[config.mk]
export PLATFORM = sky130hd
export DESIGN_NAME = gps_fix_motion_state_tracker_flat
export DESIGN_NICKNAME = d
export VERILOG_FILES = /design/src/sv/gfm_pkg.sv /design/src/sv/gfm_upd_if.sv /design/src/sv/gfm_res_if.sv /design/src/sv/gps_fix_motion_state_tracker.sv /design/src/flat_wrapper.sv
export VERILOG_INCLUDE_DIRS = /design/src /design/src/sv
export SDC_FILE = /design/constraint.sdc
export NUM_CORES = 2
export LEC_CHECK = 0
export ABC_AREA = 1
export ABC_CLOCK_PERIOD_IN_PS = 17490
export CAP_MARGIN = 5
export CORE_MARGIN = 1
export CORE_UTILIZATION = 45
export CTS_BUF_LIST = sky130_fd_sc_hd__clkbuf_4 sky130_fd_sc_hd__clkbuf_8 sky130_fd_sc_hd__clkbuf_16
export DETAILED_ROUTE_END_ITERATION = 10
export DONT_BUFFER_PORTS = 1
export GPL_ROUTABILITY_DRIVEN = 1
export PLACE_DENSITY_LB_ADDON = 0.3
export SYNTH_ARGS = -nofsm -noshare
export SYNTH_HDL_FRONTEND = slang
export SYNTH_SLANG_ARGS = --single-unit
[constraint.sdc]
create_clock -name clk -period 17.49 [get_ports clk]
set_input_delay 0.8745 -clock clk [delete_from_list [all_inputs] [get_ports clk]]
set_output_delay 0.8745 -clock clk [all_outputs]
set_load 0.02 [all_outputs]
[src/sv/assert_macros.svh]
// ---------------------------------------------------------------------------
// Assertion macros
// Shared concurrent assertion wrappers; empty when SYNTH is defined.
// ---------------------------------------------------------------------------
`ifndef ASSERT_MACROS_SVH
`define ASSERT_MACROS_SVH

`ifndef SYNTH

// ante |-> cons, same cycle
`define ASSERT_IMP(lbl, clk, rst_n, ante, cons, msg) \
	lbl: assert property (@(posedge clk) disable iff (!rst_n) (ante) |-> (cons)) \
		else $error(msg);

// ante |=> cons, next cycle
`define ASSERT_NXT(lbl, clk, rst_n, ante, cons, msg) \
	lbl: assert property (@(posedge clk) disable iff (!rst_n) (ante) |=> (cons)) \
		else $error(msg);

`else

`define ASSERT_IMP(lbl, clk, rst_n, ante, cons, msg)
`define ASSERT_NXT(lbl, clk, rst_n, ante, cons, msg)

`endif

`endif

[src/sv/gfm_pkg.sv]
// ---------------------------------------------------------------------------
// gfm_pkg
// Types and constants of the GPS fix / motion state tracker.
// ---------------------------------------------------------------------------
`default_nettype none

package gfm_pkg;

	localparam int THR_W      = 16;
	localparam int TIME_W     = 32;
	localparam int ALPHA_W    = 9;
	localparam int CFG_IDX_W  = 3;
	localparam int CFG_DATA_W = 32;
	localparam int CODE_W     = 3;

	// one-hot tracker state
	typedef enum logic [4:0] {
		ST_NOFIX = 5'b00001,
		ST_ACQ   = 5'b00010,
		ST_STAT  = 5'b00100,
		ST_MOVE  = 5'b01000,
		ST_LOST  = 5'b10000
	} state_t;

	// external state codes
	localparam logic [CODE_W-1:0] CODE_NOFIX = 3'd0;
	localparam logic [CODE_W-1:0] CODE_ACQ   = 3'd1;
	localparam logic [CODE_W-1:0] CODE_STAT  = 3'd2;
	localparam logic [CODE_W-1:0] CODE_MOVE  = 3'd3;
	localparam logic [CODE_W-1:0] CODE_LOST  = 3'd4;

	// change reasons
	localparam logic [CODE_W-1:0] RSN_NONE     = 3'd0;
	localparam logic [CODE_W-1:0] RSN_TIMEOUT  = 3'd1;
	localparam logic [CODE_W-1:0] RSN_PROLONG  = 3'd2;
	localparam logic [CODE_W-1:0] RSN_FIX      = 3'd3;
	localparam logic [CODE_W-1:0] RSN_HIGH     = 3'd4;
	localparam logic [CODE_W-1:0] RSN_LOW      = 3'd5;
	localparam logic [CODE_W-1:0] RSN_START    = 3'd6;
	localparam logic [CODE_W-1:0] RSN_STOP     = 3'd7;

	// config register indexes
	localparam logic [CFG_IDX_W-1:0] REG_ALPHA    = 3'd0;
	localparam logic [CFG_IDX_W-1:0] REG_FIX_TO   = 3'd1;
	localparam logic [CFG_IDX_W-1:0] REG_LOST_TO  = 3'd2;
	localparam logic [CFG_IDX_W-1:0] REG_MOV_THR  = 3'd3;
	localparam logic [CFG_IDX_W-1:0] REG_STA_THR  = 3'd4;
	localparam logic [CFG_IDX_W-1:0] REG_HOLD     = 3'd5;

	localparam logic [ALPHA_W-1:0] ALPHA_FULL = 9'd256;

	function automatic logic [CODE_W-1:0] state_code(input state_t st);
		logic [CODE_W-1:0] c;
		case (st)
			ST_NOFIX: c = CODE_NOFIX;
			ST_ACQ:   c = CODE_ACQ;
			ST_STAT:  c = CODE_STAT;
			ST_MOVE:  c = CODE_MOVE;
			ST_LOST:  c = CODE_LOST;
			default:  c = CODE_NOFIX;
		endcase
		return c;
	endfunction

endpackage

`default_nettype wire

[src/sv/gfm_upd_if.sv]
// ---------------------------------------------------------------------------
// gfm_upd_if
// Update item channel: fix flag, timestamps and speed sample.
// ---------------------------------------------------------------------------
`default_nettype none

interface gfm_upd_if #(
	parameter int SPEED_WIDTH = 16
);
	logic                   valid;
	logic                   ready;
	logic                   fix_valid;
	logic [31:0]            fix_stamp_ms;
	logic [31:0]            now_ms;
	logic [SPEED_WIDTH-1:0] speed_sample;

	modport source (
		output valid, fix_valid, fix_stamp_ms, now_ms, speed_sample,
		input  ready
	);

	modport sink (
		input  valid, fix_valid, fix_stamp_ms, now_ms, speed_sample,
		output ready
	);
endinterface

`default_nettype wire

[src/sv/gfm_res_if.sv]
// ---------------------------------------------------------------------------
// gfm_res_if
// Result item channel: state, reason, averaged speed and counters.
// ---------------------------------------------------------------------------
`default_nettype none

interface gfm_res_if #(
	parameter int SPEED_WIDTH = 16
);
	logic                   valid;
	logic                   ready;
	logic [2:0]             fix_state;
	logic [2:0]             change_reason;
	logic                   state_changed;
	logic [SPEED_WIDTH-1:0] speed_average;
	logic                   gps_seen;
	logic [31:0]            transition_total;

	modport source (
		output valid, fix_state, change_reason, state_changed, speed_average,
		       gps_seen, transition_total,
		input  ready
	);

	modport sink (
		input  valid, fix_state, change_reason, state_changed, speed_average,
		       gps_seen, transition_total,
		output ready
	);
endinterface

`default_nettype wire

[src/sv/gps_fix_motion_state_tracker.sv]
// ---------------------------------------------------------------------------
// gps_fix_motion_state_tracker
// GPS fix / motion state machine with an EMA of ground speed.
// ---------------------------------------------------------------------------
// Takes one update item per clock unless a held result stalls the input, and
// returns one result item per update. An accepted item lands in the input
// register; when the result register is free or being drained, the EMA, the
// fix-age and hold-time checks and the next-state decision are done in one
// pass and written to the result register. The state update loop (two 24x9
// multiplies for the EMA feeding the speed compares, then the state decision)
// sets the item rate. A held result does not stop the input register from
// taking one more item. The user must write config registers through
// cfg_we/cfg_index/cfg_data only while no item is in flight; the block does
// not enforce this. Out-of-range indexes are dropped.
// ---------------------------------------------------------------------------
`default_nettype none

`include "assert_macros.svh"

module gps_fix_motion_state_tracker #(
	parameter int SPEED_WIDTH    = 16,
	parameter int EMA_EXTRA_BITS = 8
) (
	input  wire logic                             clk,
	input  wire logic                             arst_n,
	gfm_upd_if.sink                               upd,
	gfm_res_if.source                             res,
	input  wire logic                             cfg_we,
	input  wire logic [gfm_pkg::CFG_IDX_W-1:0]    cfg_index,
	input  wire logic [gfm_pkg::CFG_DATA_W-1:0]   cfg_data
);
	import gfm_pkg::*;

	// accumulator and arithmetic widths
	localparam int ACC_W  = SPEED_WIDTH + EMA_EXTRA_BITS;
	localparam int PROD_W = ACC_W + ALPHA_W;
	localparam int LVL_W  = THR_W + EMA_EXTRA_BITS;
	localparam int CMP_W  = (ACC_W > LVL_W) ? ACC_W : LVL_W;

	// ---------------- config registers ----------------
	logic [ALPHA_W-1:0] alpha_q;
	logic [TIME_W-1:0]  fix_to_q;
	logic [TIME_W-1:0]  lost_to_q;
	logic [THR_W-1:0]   mov_thr_q;
	logic [THR_W-1:0]   sta_thr_q;
	logic [TIME_W-1:0]  hold_q;

	always_ff @(posedge clk or negedge arst_n) begin
		if (!arst_n) begin
			alpha_q   <= 9'd77;
			fix_to_q  <= 32'd5000;
			lost_to_q <= 32'd10000;
			mov_thr_q <= 16'd256;
			sta_thr_q <= 16'd128;
			hold_q    <= 32'd3000;
		end else if (cfg_we) begin
			case (cfg_index)
				REG_ALPHA:   alpha_q   <= cfg_data[ALPHA_W-1:0];
				REG_FIX_TO:  fix_to_q  <= cfg_data[TIME_W-1:0];
				REG_LOST_TO: lost_to_q <= cfg_data[TIME_W-1:0];
				REG_MOV_THR: mov_thr_q <= cfg_data[THR_W-1:0];
				REG_STA_THR: sta_thr_q <= cfg_data[THR_W-1:0];
				REG_HOLD:    hold_q    <= cfg_data[TIME_W-1:0];
				default: ;
			endcase
		end
	end

	// ---------------- handshake ----------------
	// advance: result register free or being drained this cycle
	logic s1_vld_q;
	logic res_vld_q;
	logic adv;
	logic load_res;

	assign adv       = !res_vld_q || res.ready;
	assign upd.ready = !s1_vld_q || adv;
	assign load_res  = s1_vld_q && adv;

	always_ff @(posedge clk or negedge arst_n) begin
		if (!arst_n) begin
			s1_vld_q  <= 1'b0;
			res_vld_q <= 1'b0;
		end else begin
			if (upd.ready) begin
				s1_vld_q <= upd.valid;
			end
			if (adv) begin
				res_vld_q <= s1_vld_q;
			end
		end
	end

	// ---------------- input register ----------------
	logic                   fix_vld_s1;
	logic [TIME_W-1:0]      last_fix_s1;
	logic [TIME_W-1:0]      now_s1;
	logic [SPEED_WIDTH-1:0] speed_s1;

	always_ff @(posedge clk) begin
		if (upd.valid && upd.ready) begin
			fix_vld_s1  <= upd.fix_valid;
			last_fix_s1 <= upd.fix_stamp_ms;
			now_s1      <= upd.now_ms;
			speed_s1    <= upd.speed_sample;
		end
	end

	// ---------------- tracker state ----------------
	state_t             state_q;
	state_t             pend_q;
	logic [TIME_W-1:0]  entered_q;
	logic [TIME_W-1:0]  pend_since_q;
	logic [ACC_W-1:0]   acc_q;
	logic               seen_q;
	logic [TIME_W-1:0]  trans_q;

	// ---------------- EMA ----------------
	// acc = (acc*(256-a) + (sample<<extra)*a + 128) >> 8, a saturated at 256
	logic [ALPHA_W-1:0] a_sat;
	logic [ALPHA_W-1:0] a_inv;
	logic [ACC_W-1:0]   sample_ext;
	logic [PROD_W-1:0]  prod_old;
	logic [PROD_W-1:0]  prod_new;
	logic [PROD_W-1:0]  ema_sum;
	logic [ACC_W-1:0]   acc_nxt;

	assign a_sat      = (alpha_q > ALPHA_FULL) ? ALPHA_FULL : alpha_q;
	assign a_inv      = ALPHA_FULL - a_sat;
	assign sample_ext = ACC_W'(speed_s1) << EMA_EXTRA_BITS;
	assign prod_old   = PROD_W'(acc_q) * PROD_W'(a_inv);
	assign prod_new   = PROD_W'(sample_ext) * PROD_W'(a_sat);
	assign ema_sum    = prod_old + prod_new + PROD_W'(128);
	assign acc_nxt    = ema_sum[ACC_W+7:8];

	// speed compares on the fresh average, thresholds scaled by extra bits
	logic [CMP_W-1:0] acc_cmp;
	logic [CMP_W-1:0] mov_lvl;
	logic [CMP_W-1:0] sta_lvl;
	logic             fast;
	logic             slow;

	assign acc_cmp = CMP_W'(acc_nxt);
	assign mov_lvl = CMP_W'(mov_thr_q) << EMA_EXTRA_BITS;
	assign sta_lvl = CMP_W'(sta_thr_q) << EMA_EXTRA_BITS;
	assign fast    = acc_cmp >= mov_lvl;
	assign slow    = acc_cmp <= sta_lvl;

	// ---------------- fix age ----------------
	logic [TIME_W-1:0] fix_age;
	logic [TIME_W-1:0] lost_age;
	logic              recent;

	assign fix_age  = now_s1 - last_fix_s1;
	assign lost_age = now_s1 - entered_q;
	assign recent   = fix_vld_s1 && (fix_age < fix_to_q);

	// ---------------- next-state decision ----------------
	state_t            desired;
	logic [CODE_W-1:0] reason;

	always_comb begin
		desired = state_q;
		reason  = RSN_NONE;
		if (!recent) begin
			if (state_q != ST_NOFIX && state_q != ST_LOST) begin
				desired = ST_LOST;
				reason  = RSN_TIMEOUT;
			end else if (state_q == ST_LOST && lost_age > lost_to_q) begin
				desired = ST_NOFIX;
				reason  = RSN_PROLONG;
			end
		end else begin
			case (state_q)
				ST_NOFIX, ST_LOST: begin
					desired = ST_ACQ;
					reason  = RSN_FIX;
				end
				ST_ACQ: begin
					if (fast) begin
						desired = ST_MOVE;
						reason  = RSN_HIGH;
					end else if (slow) begin
						desired = ST_STAT;
						reason  = RSN_LOW;
					end
				end
				ST_STAT: begin
					if (fast) begin
						desired = ST_MOVE;
						reason  = RSN_START;
					end
				end
				ST_MOVE: begin
					if (slow) begin
						desired = ST_STAT;
						reason  = RSN_STOP;
					end
				end
				default: ;
			endcase
		end
	end

	// stationary <-> moving needs the change wanted for hold_q ms
	logic              want;
	logic              hold;
	logic              pend_new;
	logic [TIME_W-1:0] since_eff;
	logic [TIME_W-1:0] pend_age;
	logic              commit;

	assign want      = desired != state_q;
	assign hold      = (state_q == ST_STAT && desired == ST_MOVE) ||
	                   (state_q == ST_MOVE && desired == ST_STAT);
	assign pend_new  = pend_q != desired;
	assign since_eff = pend_new ? now_s1 : pend_since_q;
	assign pend_age  = now_s1 - since_eff;
	assign commit    = want && (!hold || (pend_age >= hold_q));

	always_ff @(posedge clk or negedge arst_n) begin
		if (!arst_n) begin
			state_q      <= ST_NOFIX;
			pend_q       <= ST_NOFIX;
			entered_q    <= '0;
			pend_since_q <= '0;
			acc_q        <= '0;
			seen_q       <= 1'b0;
			trans_q      <= '0;
		end else if (load_res) begin
			acc_q  <= acc_nxt;
			// pending target follows desired when a change is wanted, else the state
			pend_q <= desired;
			if (want && hold && pend_new) begin
				pend_since_q <= now_s1;
			end
			if (commit) begin
				state_q   <= desired;
				entered_q <= now_s1;
				trans_q   <= trans_q + 32'd1;
				if (reason == RSN_FIX) begin
					seen_q <= 1'b1;
				end
			end
		end
	end

	// ---------------- result register ----------------
	logic [CODE_W-1:0]      fix_state_q;
	logic [CODE_W-1:0]      reason_q;
	logic                   changed_q;
	logic [SPEED_WIDTH-1:0] avg_q;
	logic                   seen_out_q;
	logic [TIME_W-1:0]      total_q;

	always_ff @(posedge clk) begin
		if (load_res) begin
			fix_state_q <= state_code(commit ? desired : state_q);
			reason_q    <= commit ? reason : RSN_NONE;
			changed_q   <= commit;
			avg_q       <= acc_nxt[ACC_W-1:EMA_EXTRA_BITS];
			seen_out_q  <= seen_q || (commit && reason == RSN_FIX);
			total_q     <= commit ? trans_q + 32'd1 : trans_q;
		end
	end

	assign res.valid            = res_vld_q;
	assign res.fix_state        = fix_state_q;
	assign res.change_reason    = reason_q;
	assign res.state_changed    = changed_q;
	assign res.speed_average    = avg_q;
	assign res.gps_seen         = seen_out_q;
	assign res.transition_total = total_q;

	// ---------------- assertions ----------------
	`ASSERT_IMP(a_chg_reason, clk, arst_n, res_vld_q, (changed_q == (reason_q != RSN_NONE)), "reason vs flag")
	`ASSERT_IMP(a_fix_acq, clk, arst_n, res_vld_q && changed_q && reason_q == RSN_FIX, (fix_state_q == CODE_ACQ) && seen_out_q, "fix w/o acq")
	`ASSERT_NXT(a_cnt_step, clk, arst_n, load_res && commit, (trans_q == $past(trans_q) + 32'd1), "count missed")
	`ASSERT_NXT(a_s1_hold, clk, arst_n, s1_vld_q && !adv, s1_vld_q, "stalled item dropped")

endmodule

`default_nettype wire
[src/flat_wrapper.sv]
// flat-port wrapper written by rule: the top's interface ports become plain ports
module gps_fix_motion_state_tracker_flat import gfm_pkg::*;
#(
	parameter int SPEED_WIDTH    = 16,
	parameter int EMA_EXTRA_BITS = 8
)
  (clk, arst_n, cfg_we, cfg_index, cfg_data, upd_valid, upd_fix_valid, upd_fix_stamp_ms, upd_now_ms, upd_speed_sample, upd_ready, res_valid, res_fix_state, res_change_reason, res_state_changed, res_speed_average, res_gps_seen, res_transition_total, res_ready);
  gfm_upd_if #(.SPEED_WIDTH(SPEED_WIDTH)) upd_i ();
  gfm_res_if #(.SPEED_WIDTH(SPEED_WIDTH)) res_i ();
  input  wire logic clk;
  input  wire logic arst_n;
  input  wire logic cfg_we;
  input  wire logic [gfm_pkg::CFG_IDX_W-1:0] cfg_index;
  input  wire logic [gfm_pkg::CFG_DATA_W-1:0] cfg_data;
  input wire logic [$bits(upd_i.valid)-1:0] upd_valid;
  input wire logic [$bits(upd_i.fix_valid)-1:0] upd_fix_valid;
  input wire logic [$bits(upd_i.fix_stamp_ms)-1:0] upd_fix_stamp_ms;
  input wire logic [$bits(upd_i.now_ms)-1:0] upd_now_ms;
  input wire logic [$bits(upd_i.speed_sample)-1:0] upd_speed_sample;
  output wire logic [$bits(upd_i.ready)-1:0] upd_ready;
  output wire logic [$bits(res_i.valid)-1:0] res_valid;
  output wire logic [$bits(res_i.fix_state)-1:0] res_fix_state;
  output wire logic [$bits(res_i.change_reason)-1:0] res_change_reason;
  output wire logic [$bits(res_i.state_changed)-1:0] res_state_changed;
  output wire logic [$bits(res_i.speed_average)-1:0] res_speed_average;
  output wire logic [$bits(res_i.gps_seen)-1:0] res_gps_seen;
  output wire logic [$bits(res_i.transition_total)-1:0] res_transition_total;
  input wire logic [$bits(res_i.ready)-1:0] res_ready;
  assign upd_i.valid = upd_valid;
  assign upd_i.fix_valid = upd_fix_valid;
  assign upd_i.fix_stamp_ms = upd_fix_stamp_ms;
  assign upd_i.now_ms = upd_now_ms;
  assign upd_i.speed_sample = upd_speed_sample;
  assign upd_ready = upd_i.ready;
  assign res_valid = res_i.valid;
  assign res_fix_state = res_i.fix_state;
  assign res_change_reason = res_i.change_reason;
  assign res_state_changed = res_i.state_changed;
  assign res_speed_average = res_i.speed_average;
  assign res_gps_seen = res_i.gps_seen;
  assign res_transition_total = res_i.transition_total;
  assign res_i.ready = res_ready;
  gps_fix_motion_state_tracker #(.SPEED_WIDTH(SPEED_WIDTH), .EMA_EXTRA_BITS(EMA_EXTRA_BITS)) u_core (.clk(clk), .arst_n(arst_n), .upd(upd_i), .res(res_i), .cfg_we(cfg_we), .cfg_index(cfg_index), .cfg_data(cfg_data));
endmodule
Word level (Yosys, flattened, before mapping)

Cells that the tools add are included.
W data, S select, Z words.

$add $sub $neg: 7
Reduce and logical (&&, ||, !) cells: 30
Equal/unequal tests: 21
Multiplexer cells: 20
Bitwise gates (word level): 0
Order comparisons: 6
Multipliers: 2
Shift operators: 0
Div/mod/pow operators: 0

Operators by type and width:

| operator                | number |
|---|---|
| $sub A32 B32 Y32        | 3 |
| $mux W32                | 2 |
| $mux W5                 | 7 |
| $add A32 B1 Y32 const B | 1 |
| $add A32 B32 Y32        | 1 |
| $add A32 B8 Y32 const B | 1 |
| $ge A32 B32 Y1          | 1 |
| $gt A32 B32 Y1          | 1 |
| $lt A32 B32 Y1          | 1 |
| $mul A24 B9 Y32         | 1 |
| $ge A24 B24 Y1          | 1 |
| $le A24 B24 Y1          | 1 |
| $mul A16 B9 Y24         | 1 |
| $pmux W3 S4             | 2 |
| $pmux W5 S4             | 1 |
| $mux W3                 | 6 |
| $reduce_and A2 Y1       | 8 |
| $eq A5 B3 Y1 const B    | 3 |
| $eq A5 B4 Y1 const B    | 3 |
| $logic_and A1 B1 Y1     | 11 |
| $eq A5 B2 Y1 const B    | 2 |
| $eq A5 B5 Y1 const B    | 2 |
| $ne A5 B5 Y1            | 2 |
| $eq A3 B2 Y1 const B    | 3 |
| 14 further kinds        | 21 |

Input bits: 121
Memories: 0
RAM bits: 0
Output and inout bits: 58
Latch bits: 0
ROM bits: 0
Bits in registers: 407

Depth between registers and ports, before layout

Depth in word-level cells: 20
Gate-level depth with buffers: 93
Mapped depth without buffers: 90

Least setup slack after synthesis

No wires, ideal clock.

Path type: reg2reg
From: reg u_core.alpha_q[0]
To: reg u_core.fix_state_q[1] (netlist: u_core.res.fix_state[1]), data pin
Setup slack: 4.092 ns
Path buffers: 4
Arrival time: 13.147 ns
Library setup time: 0.251 ns
Clock period less this slack: 13.398 ns
Stages on the path, launching flop included: 85
Path through: dfstp_2 -> nor4_1 -> a21oi_1 -> inv_1 -> nand2_1 -> inv_1 -> nor3_1 -> nand2_1 -> nor3_1 -> inv_1 -> nand2_1 -> clkbuf_1 -> inv_1 -> nand2_1 -> fa_1 -> fa_1 -> inv_1 -> fa_1 -> (+49 left out) -> nand2_1 -> a21oi_1 -> o21ai_0 -> xor2_1 -> ha_1 -> nand2_1 -> inv_1 -> a221oi_1 -> o21ai_0 -> a21oi_1 -> nand2_2 -> nand2_4 -> buf_4 -> nand2_1 -> nand2_1 -> nand2_1 -> nand2_1 -> nor2_1

Longest elaborated chain between the ends: 20

Ends and longest elaborated chain:

| what                                                   | line                                                                     | source |
|---|---|---|
| start: declaration                                     | gps_fix_motion_state_tracker.sv:41                                       | `logic [ALPHA_W-1:0] alpha_q;` |
| start signal: assignment                               | gps_fix_motion_state_tracker.sv:58                                       | `REG_ALPHA: alpha_q <= cfg_data[ALPHA_W-1:0];` |
| $gt A9 B9 Y1                                           | gps_fix_motion_state_tracker.sv:128                                      | `assign a_sat = (alpha_q > ALPHA_FULL) ? ALPHA_FULL : alpha_q;` |
| $mux W9 *                                              | gps_fix_motion_state_tracker.sv:128                                      |  |
| $sub A9 B9 Y9                                          | gps_fix_motion_state_tracker.sv:129                                      | `assign a_inv = ALPHA_FULL - a_sat;` |
| $mul A24 B9 Y32                                        | gps_fix_motion_state_tracker.sv:131                                      | `assign prod_old = PROD_W'(acc_q) * PROD_W'(a_inv);` |
| $add A32 B32 Y32 *                                     | gps_fix_motion_state_tracker.sv:133                                      | `assign ema_sum = prod_old + prod_new + PROD_W'(128);` |
| $add A32 B8 Y32 *                                      | gps_fix_motion_state_tracker.sv:133                                      |  |
| via u_core.ema_sum[31]                                 | gps_fix_motion_state_tracker.sv:125                                      | `logic [PROD_W-1:0] ema_sum;` |
| $le A24 B24 Y1                                         | gps_fix_motion_state_tracker.sv:147                                      | `assign slow = acc_cmp <= sta_lvl;` |
| (+5 left out)                                          | n/a                                                                      |  |
| $mux W32, or another cell as far along                 | gps_fix_motion_state_tracker.sv:217                                      | `assign since_eff = pend_new ? now_s1 : pend_since_q;` |
| $sub A32 B32 Y32 or $logic_or A1 B1 Y1 (tied branches) | gps_fix_motion_state_tracker.sv:218, gps_fix_motion_state_tracker.sv:214 |  |
| $ge A32 B32 Y1 or $logic_not A1 Y1 (tied branches)     | gps_fix_motion_state_tracker.sv:219                                      | `assign commit = want && (!hold \|\| (pend_age >= hold_q));` |
| $logic_or A1 B1 Y1                                     | gps_fix_motion_state_tracker.sv:219                                      |  |
| $logic_and A1 B1 Y1                                    | gps_fix_motion_state_tracker.sv:219                                      |  |
| $mux W5 *                                              | gps_fix_motion_state_tracker.sv:258                                      | `fix_state_q <= state_code(commit ? desired : state_q);` |
| $eq A5 B5 Y1, or another cell as far along             | gfm_pkg.sv:54                                                            | `case (st)` |
| $pmux W3 S4 *                                          | gfm_pkg.sv:54                                                            |  |
| end signal: assignment                                 | gps_fix_motion_state_tracker.sv:258                                      |  |
| end: declaration                                       | gps_fix_motion_state_tracker.sv:249                                      | `logic [CODE_W-1:0] fix_state_q;` |

The timed path passes the listed nets; every way through them passes the cells marked *.
A chain may end at the register's enable or synchronous reset.

Worst setup path in the final report

From: reg u_core.alpha_q[8]
To: reg u_core.trans_q[24]

Longest elaborated chain between the ends: 18

Ends and longest elaborated chain:

| what                                                   | line                                                                     | source |
|---|---|---|
| $gt A9 B9 Y1                                           | gps_fix_motion_state_tracker.sv:128                                      |  |
| $mux W9 *                                              | gps_fix_motion_state_tracker.sv:128                                      |  |
| $sub A9 B9 Y9                                          | gps_fix_motion_state_tracker.sv:129                                      |  |
| $mul A24 B9 Y32                                        | gps_fix_motion_state_tracker.sv:131                                      |  |
| $add A32 B32 Y32 *                                     | gps_fix_motion_state_tracker.sv:133                                      |  |
| $add A32 B8 Y32 *                                      | gps_fix_motion_state_tracker.sv:133                                      |  |
| via u_core.ema_sum[31]                                 | gps_fix_motion_state_tracker.sv:125                                      |  |
| $le A24 B24 Y1                                         | gps_fix_motion_state_tracker.sv:147                                      |  |
| (+3 left out)                                          | n/a                                                                      |  |
| $mux W5 *                                              | gps_fix_motion_state_tracker.sv:165                                      | `if (!recent) begin` |
| $ne A5 B5 Y1, or another cell as far along             | gps_fix_motion_state_tracker.sv:216                                      | `assign pend_new = pend_q != desired;` |
| $mux W32, or another cell as far along                 | gps_fix_motion_state_tracker.sv:217                                      |  |
| $sub A32 B32 Y32 or $logic_or A1 B1 Y1 (tied branches) | gps_fix_motion_state_tracker.sv:218, gps_fix_motion_state_tracker.sv:214 |  |
| $ge A32 B32 Y1 or $logic_not A1 Y1 (tied branches)     | gps_fix_motion_state_tracker.sv:219                                      |  |
| $logic_or A1 B1 Y1                                     | gps_fix_motion_state_tracker.sv:219                                      |  |
| $logic_and A1 B1 Y1 *                                  | gps_fix_motion_state_tracker.sv:219                                      |  |
| $mux W32 *                                             | n/a                                                                      |  |
| end signal: assignment                                 | gps_fix_motion_state_tracker.sv:240                                      | `trans_q <= trans_q + 32'd1;` |
| end: declaration                                       | gps_fix_motion_state_tracker.sv:116                                      | `logic [TIME_W-1:0] trans_q;` |

Marked as above.

==> run summary <==
ys async rst share -> 66.3%
routed vias -> 26300
clock-pin transition on the worst setup and hold timing paths -> 0.06 ns
Buf+Inv Stages, Crit Path -> 15
R2R cell count -> 83
Final Cell Area -> 37200 um^2
Net count, final -> 4787
CP Depth -> 83
synth warn -> 0
Hold Vio Cnt, Final -> 0
Sink Count -> 407
Max Clk Rate -> 62.8 MHz
Critical-path top delay cell -> fa_1
Max H-tree Level -> 2
Post-Syn Area per Cell -> 8.41 um^2
Initial Util -> 45.8%
arrival time at the worst endpoint -> 16.37 ns
Core ar. -> 74900 um^2
later-pin clock latency in the skew report -> 0.63 ns
I/O pins -> 179
setup ws final -> 1.56 ns
Crit path largest cell delay -> 0.50 ns
vias in the first global route -> 26300
CTS Buf Count -> 50
Top Family by Delay on Critical Path -> compound AO/OA/AOI/OAI gates
Setup violations, final -> 0
crit path kind -> flip-flop to flip-flop
GRT Total Usage -> 22.9%
post-synth cell types -> 60
antenna violations before repair -> 1
max-slew violation count -> 0
largest net degree at the start of global routing -> 245
DRT iter0 DRCs -> 1745
Area after DPL -> 35300 um^2
Crit. End Element -> flip-flop
Final Cycle Share -> 91.1%
Worst Hold Class -> primary input to async pin
Routability Congestion -> 0.915
CTS root buffer -> clkbuf_16
Row Count -> 100
number of enable flip-flop cells after synthesis -> 137
post-route ant nets -> 0
Top cell by count, worst path -> nand2_1
worst hold slack -> 0.131 ns
Die H -> 278 um
Least-Margin Pin Slew -> 1.09 ns
CP Max Fanout -> 47
grt total ovfl -> 0
slew margin rel. -> 27.1%
fill count -> 7117
DIE WIDTH -> 278 um
I/O Buffers -> 0
Layout area overhead -> 8.43%
Synth Cell Area -> 34300 um^2
die area -> 77400 um^2
Setup Skew -> 0.0397 ns
worst path required time -> 17.94 ns
hpwl dp -> 66.3 mm
drt total wl -> 86.6 mm
TritonCTS clock tree -> yes
Startpoint Class -> flip-flop
Post-route DRC -> 0
first-pass GRT wire length -> 140 mm
Max Root-Sink Buffers -> 3
Syn Inst Count -> 4085
fin crit period -> 15.93 ns
Mapped Nets -> 4796
worst slack at placement -> 0.952 ns
Initial DRT Pass Iterations -> 5
drt via density -> 5.17
status -> finished clean
post-synthesis sequential area ratio -> 31.7%
ys flop type -> dfrtp_1
share of cells above drive strength 1 -> 4.69%
Max Cap Viol -> 0
number of synthesized register bits -> 407
WL per Instance -> 17.0 um
cells by family after synthesis:
group / count (synthesis) / synth area share (%)
AND/OR/NAND/NOR: 1430 / 16.9
flip-flops: 407 / 31.7
XOR/XNOR: 167 / 4.26
buffers and inverters: 854 / 9.57
AO/OA/AOI/OAI: 637 / 9.96
adder cells (fa/ha/maj): 590 / 27.6
path summary, 6_finish.rpt:
check | startpoint | endpoint | slack [ns]
min | arst_n | u_core.mov_thr_q[8] | 0.13
max | u_core.alpha_q[8] | u_core.trans_q[24] | 1.56
min in group clk | upd_now_ms[31] | u_core.now_s1[31] | 0.33
max in group asynchronous | arst_n | u_core.fix_to_q[4] | 16.03
max reg2reg | u_core.alpha_q[8] | u_core.trans_q[24] | 1.56
min reg2reg | u_core.seen_q | u_core.seen_q | 0.46
sequential cells by signal, indices dropped and copies added (netlist names), 24 cells and up:
signal	cells
u_core.fix_to_q	32
u_core.trans_q	32
u_core.lost_to_q	32
u_core.last_fix_s1	32
u_core.pend_since_q	32
u_core.res.transition_total	32
u_core.now_s1	32
u_core.hold_q	32
u_core.entered_q	32
u_core.acc_q	24
repair_timing:
item	CTS	global route
hold endpoints to repair	244	0
hold buffers	2	0
endpoints found under the setup margin	0	100
buffers inserted	0	6
gates resized for setup	0	13
cell type report:
cell class | count | area (um^2) | area share [%]
Multi-Input combinational cell | 2825 | 20200 | 54.3
Tap cell | 969 | 1210 | 3.26
Clock buffer | 68 | 1460 | 3.92
Antenna cell | 1 | 2.50 | 0.00672
Inverter | 755 | 2850 | 7.64
Sequential cell | 407 | 10900 | 29.3
Clock inverter | 26 | 265 | 0.712
Timing Repair Buffer | 37 | 332 | 0.890
stage by stage:
stage / TNS (ns) / std cells / utilization, %
detailed placement: 0 / 4983 / 47.2
floorplan: 0 / 4085 / -
global route: -0.0288 / 5088 / 49.7
global placement: 0 / 4983 / 47.2
finish: 0 / 5088 / 49.7
CTS: 0 / 5079 / 49.5
placed cells by master, fill, tap and decap left out, drive strengths merged, types with 68 or more instances in the layout:
cell,Yosys,final
nand2,936,936
inv,755,760
o21ai,331,331
ha,312,312
nor2,295,296
fa,278,278
dfrtp,245,245
a21oi,214,214
edfxtp,137,137
xor2,113,113
nand3,100,100
clkbuf,61,68
synth_stat cells, types with 3 or more instances:
cell | n | area share [%]
nor4_1 | 14 | 0.25
dfrtp_1 | 245 | 18
a21oi_1 | 212 | 3.1
nor2_1 | 293 | 3.2
buf_1 | 9 | 0.098
o21a_1 | 7 | 0.15
or2_2 | 4 | 0.073
o21bai_1 | 8 | 0.17
nand3b_1 | 5 | 0.11
edfxtp_1 | 137 | 12
nand2_2 | 9 | 0.16
nand4_1 | 31 | 0.56
o21ai_1 | 76 | 1.1
o21ai_0 | 255 | 3.7
nand3_1 | 96 | 1.4
a31oi_1 | 23 | 0.42
xor2_1 | 113 | 2.9
inv_2 | 4 | 0.044
inv_1 | 751 | 8.2
o211ai_1 | 8 | 0.17
o221ai_1 | 5 | 0.13
buf_6 | 4 | 0.13
a211oi_1 | 6 | 0.13
dfstp_2 | 25 | 1.9
and2_1 | 3 | 0.055
nand2_1 | 926 | 10
nor3b_1 | 3 | 0.066
nor3_1 | 31 | 0.45
xnor2_1 | 54 | 1.4
buf_2 | 17 | 0.25
a21boi_1 | 5 | 0.11
nand3_2 | 3 | 0.087
fa_1 | 278 | 16
clkbuf_1 | 60 | 0.66
buf_4 | 8 | 0.17
a21boi_0 | 13 | 0.28
ha_1 | 312 | 11
o22ai_1 | 3 | 0.055
metal layers:
layer / vias to the layer above / track usage, % / wire length (um)
li1: 12900 / - / -
met1: 12500 / 29.8 / 37300
met2: 669 / 38.6 / 41200
met5: - / 0 / 0
met3: 141 / 3.63 / 5090
met4: 0 / 8.36 / 3050
Power is not shown: default switching activity piles up to over one toggle a cycle in this logic, so the estimate is an artifact.
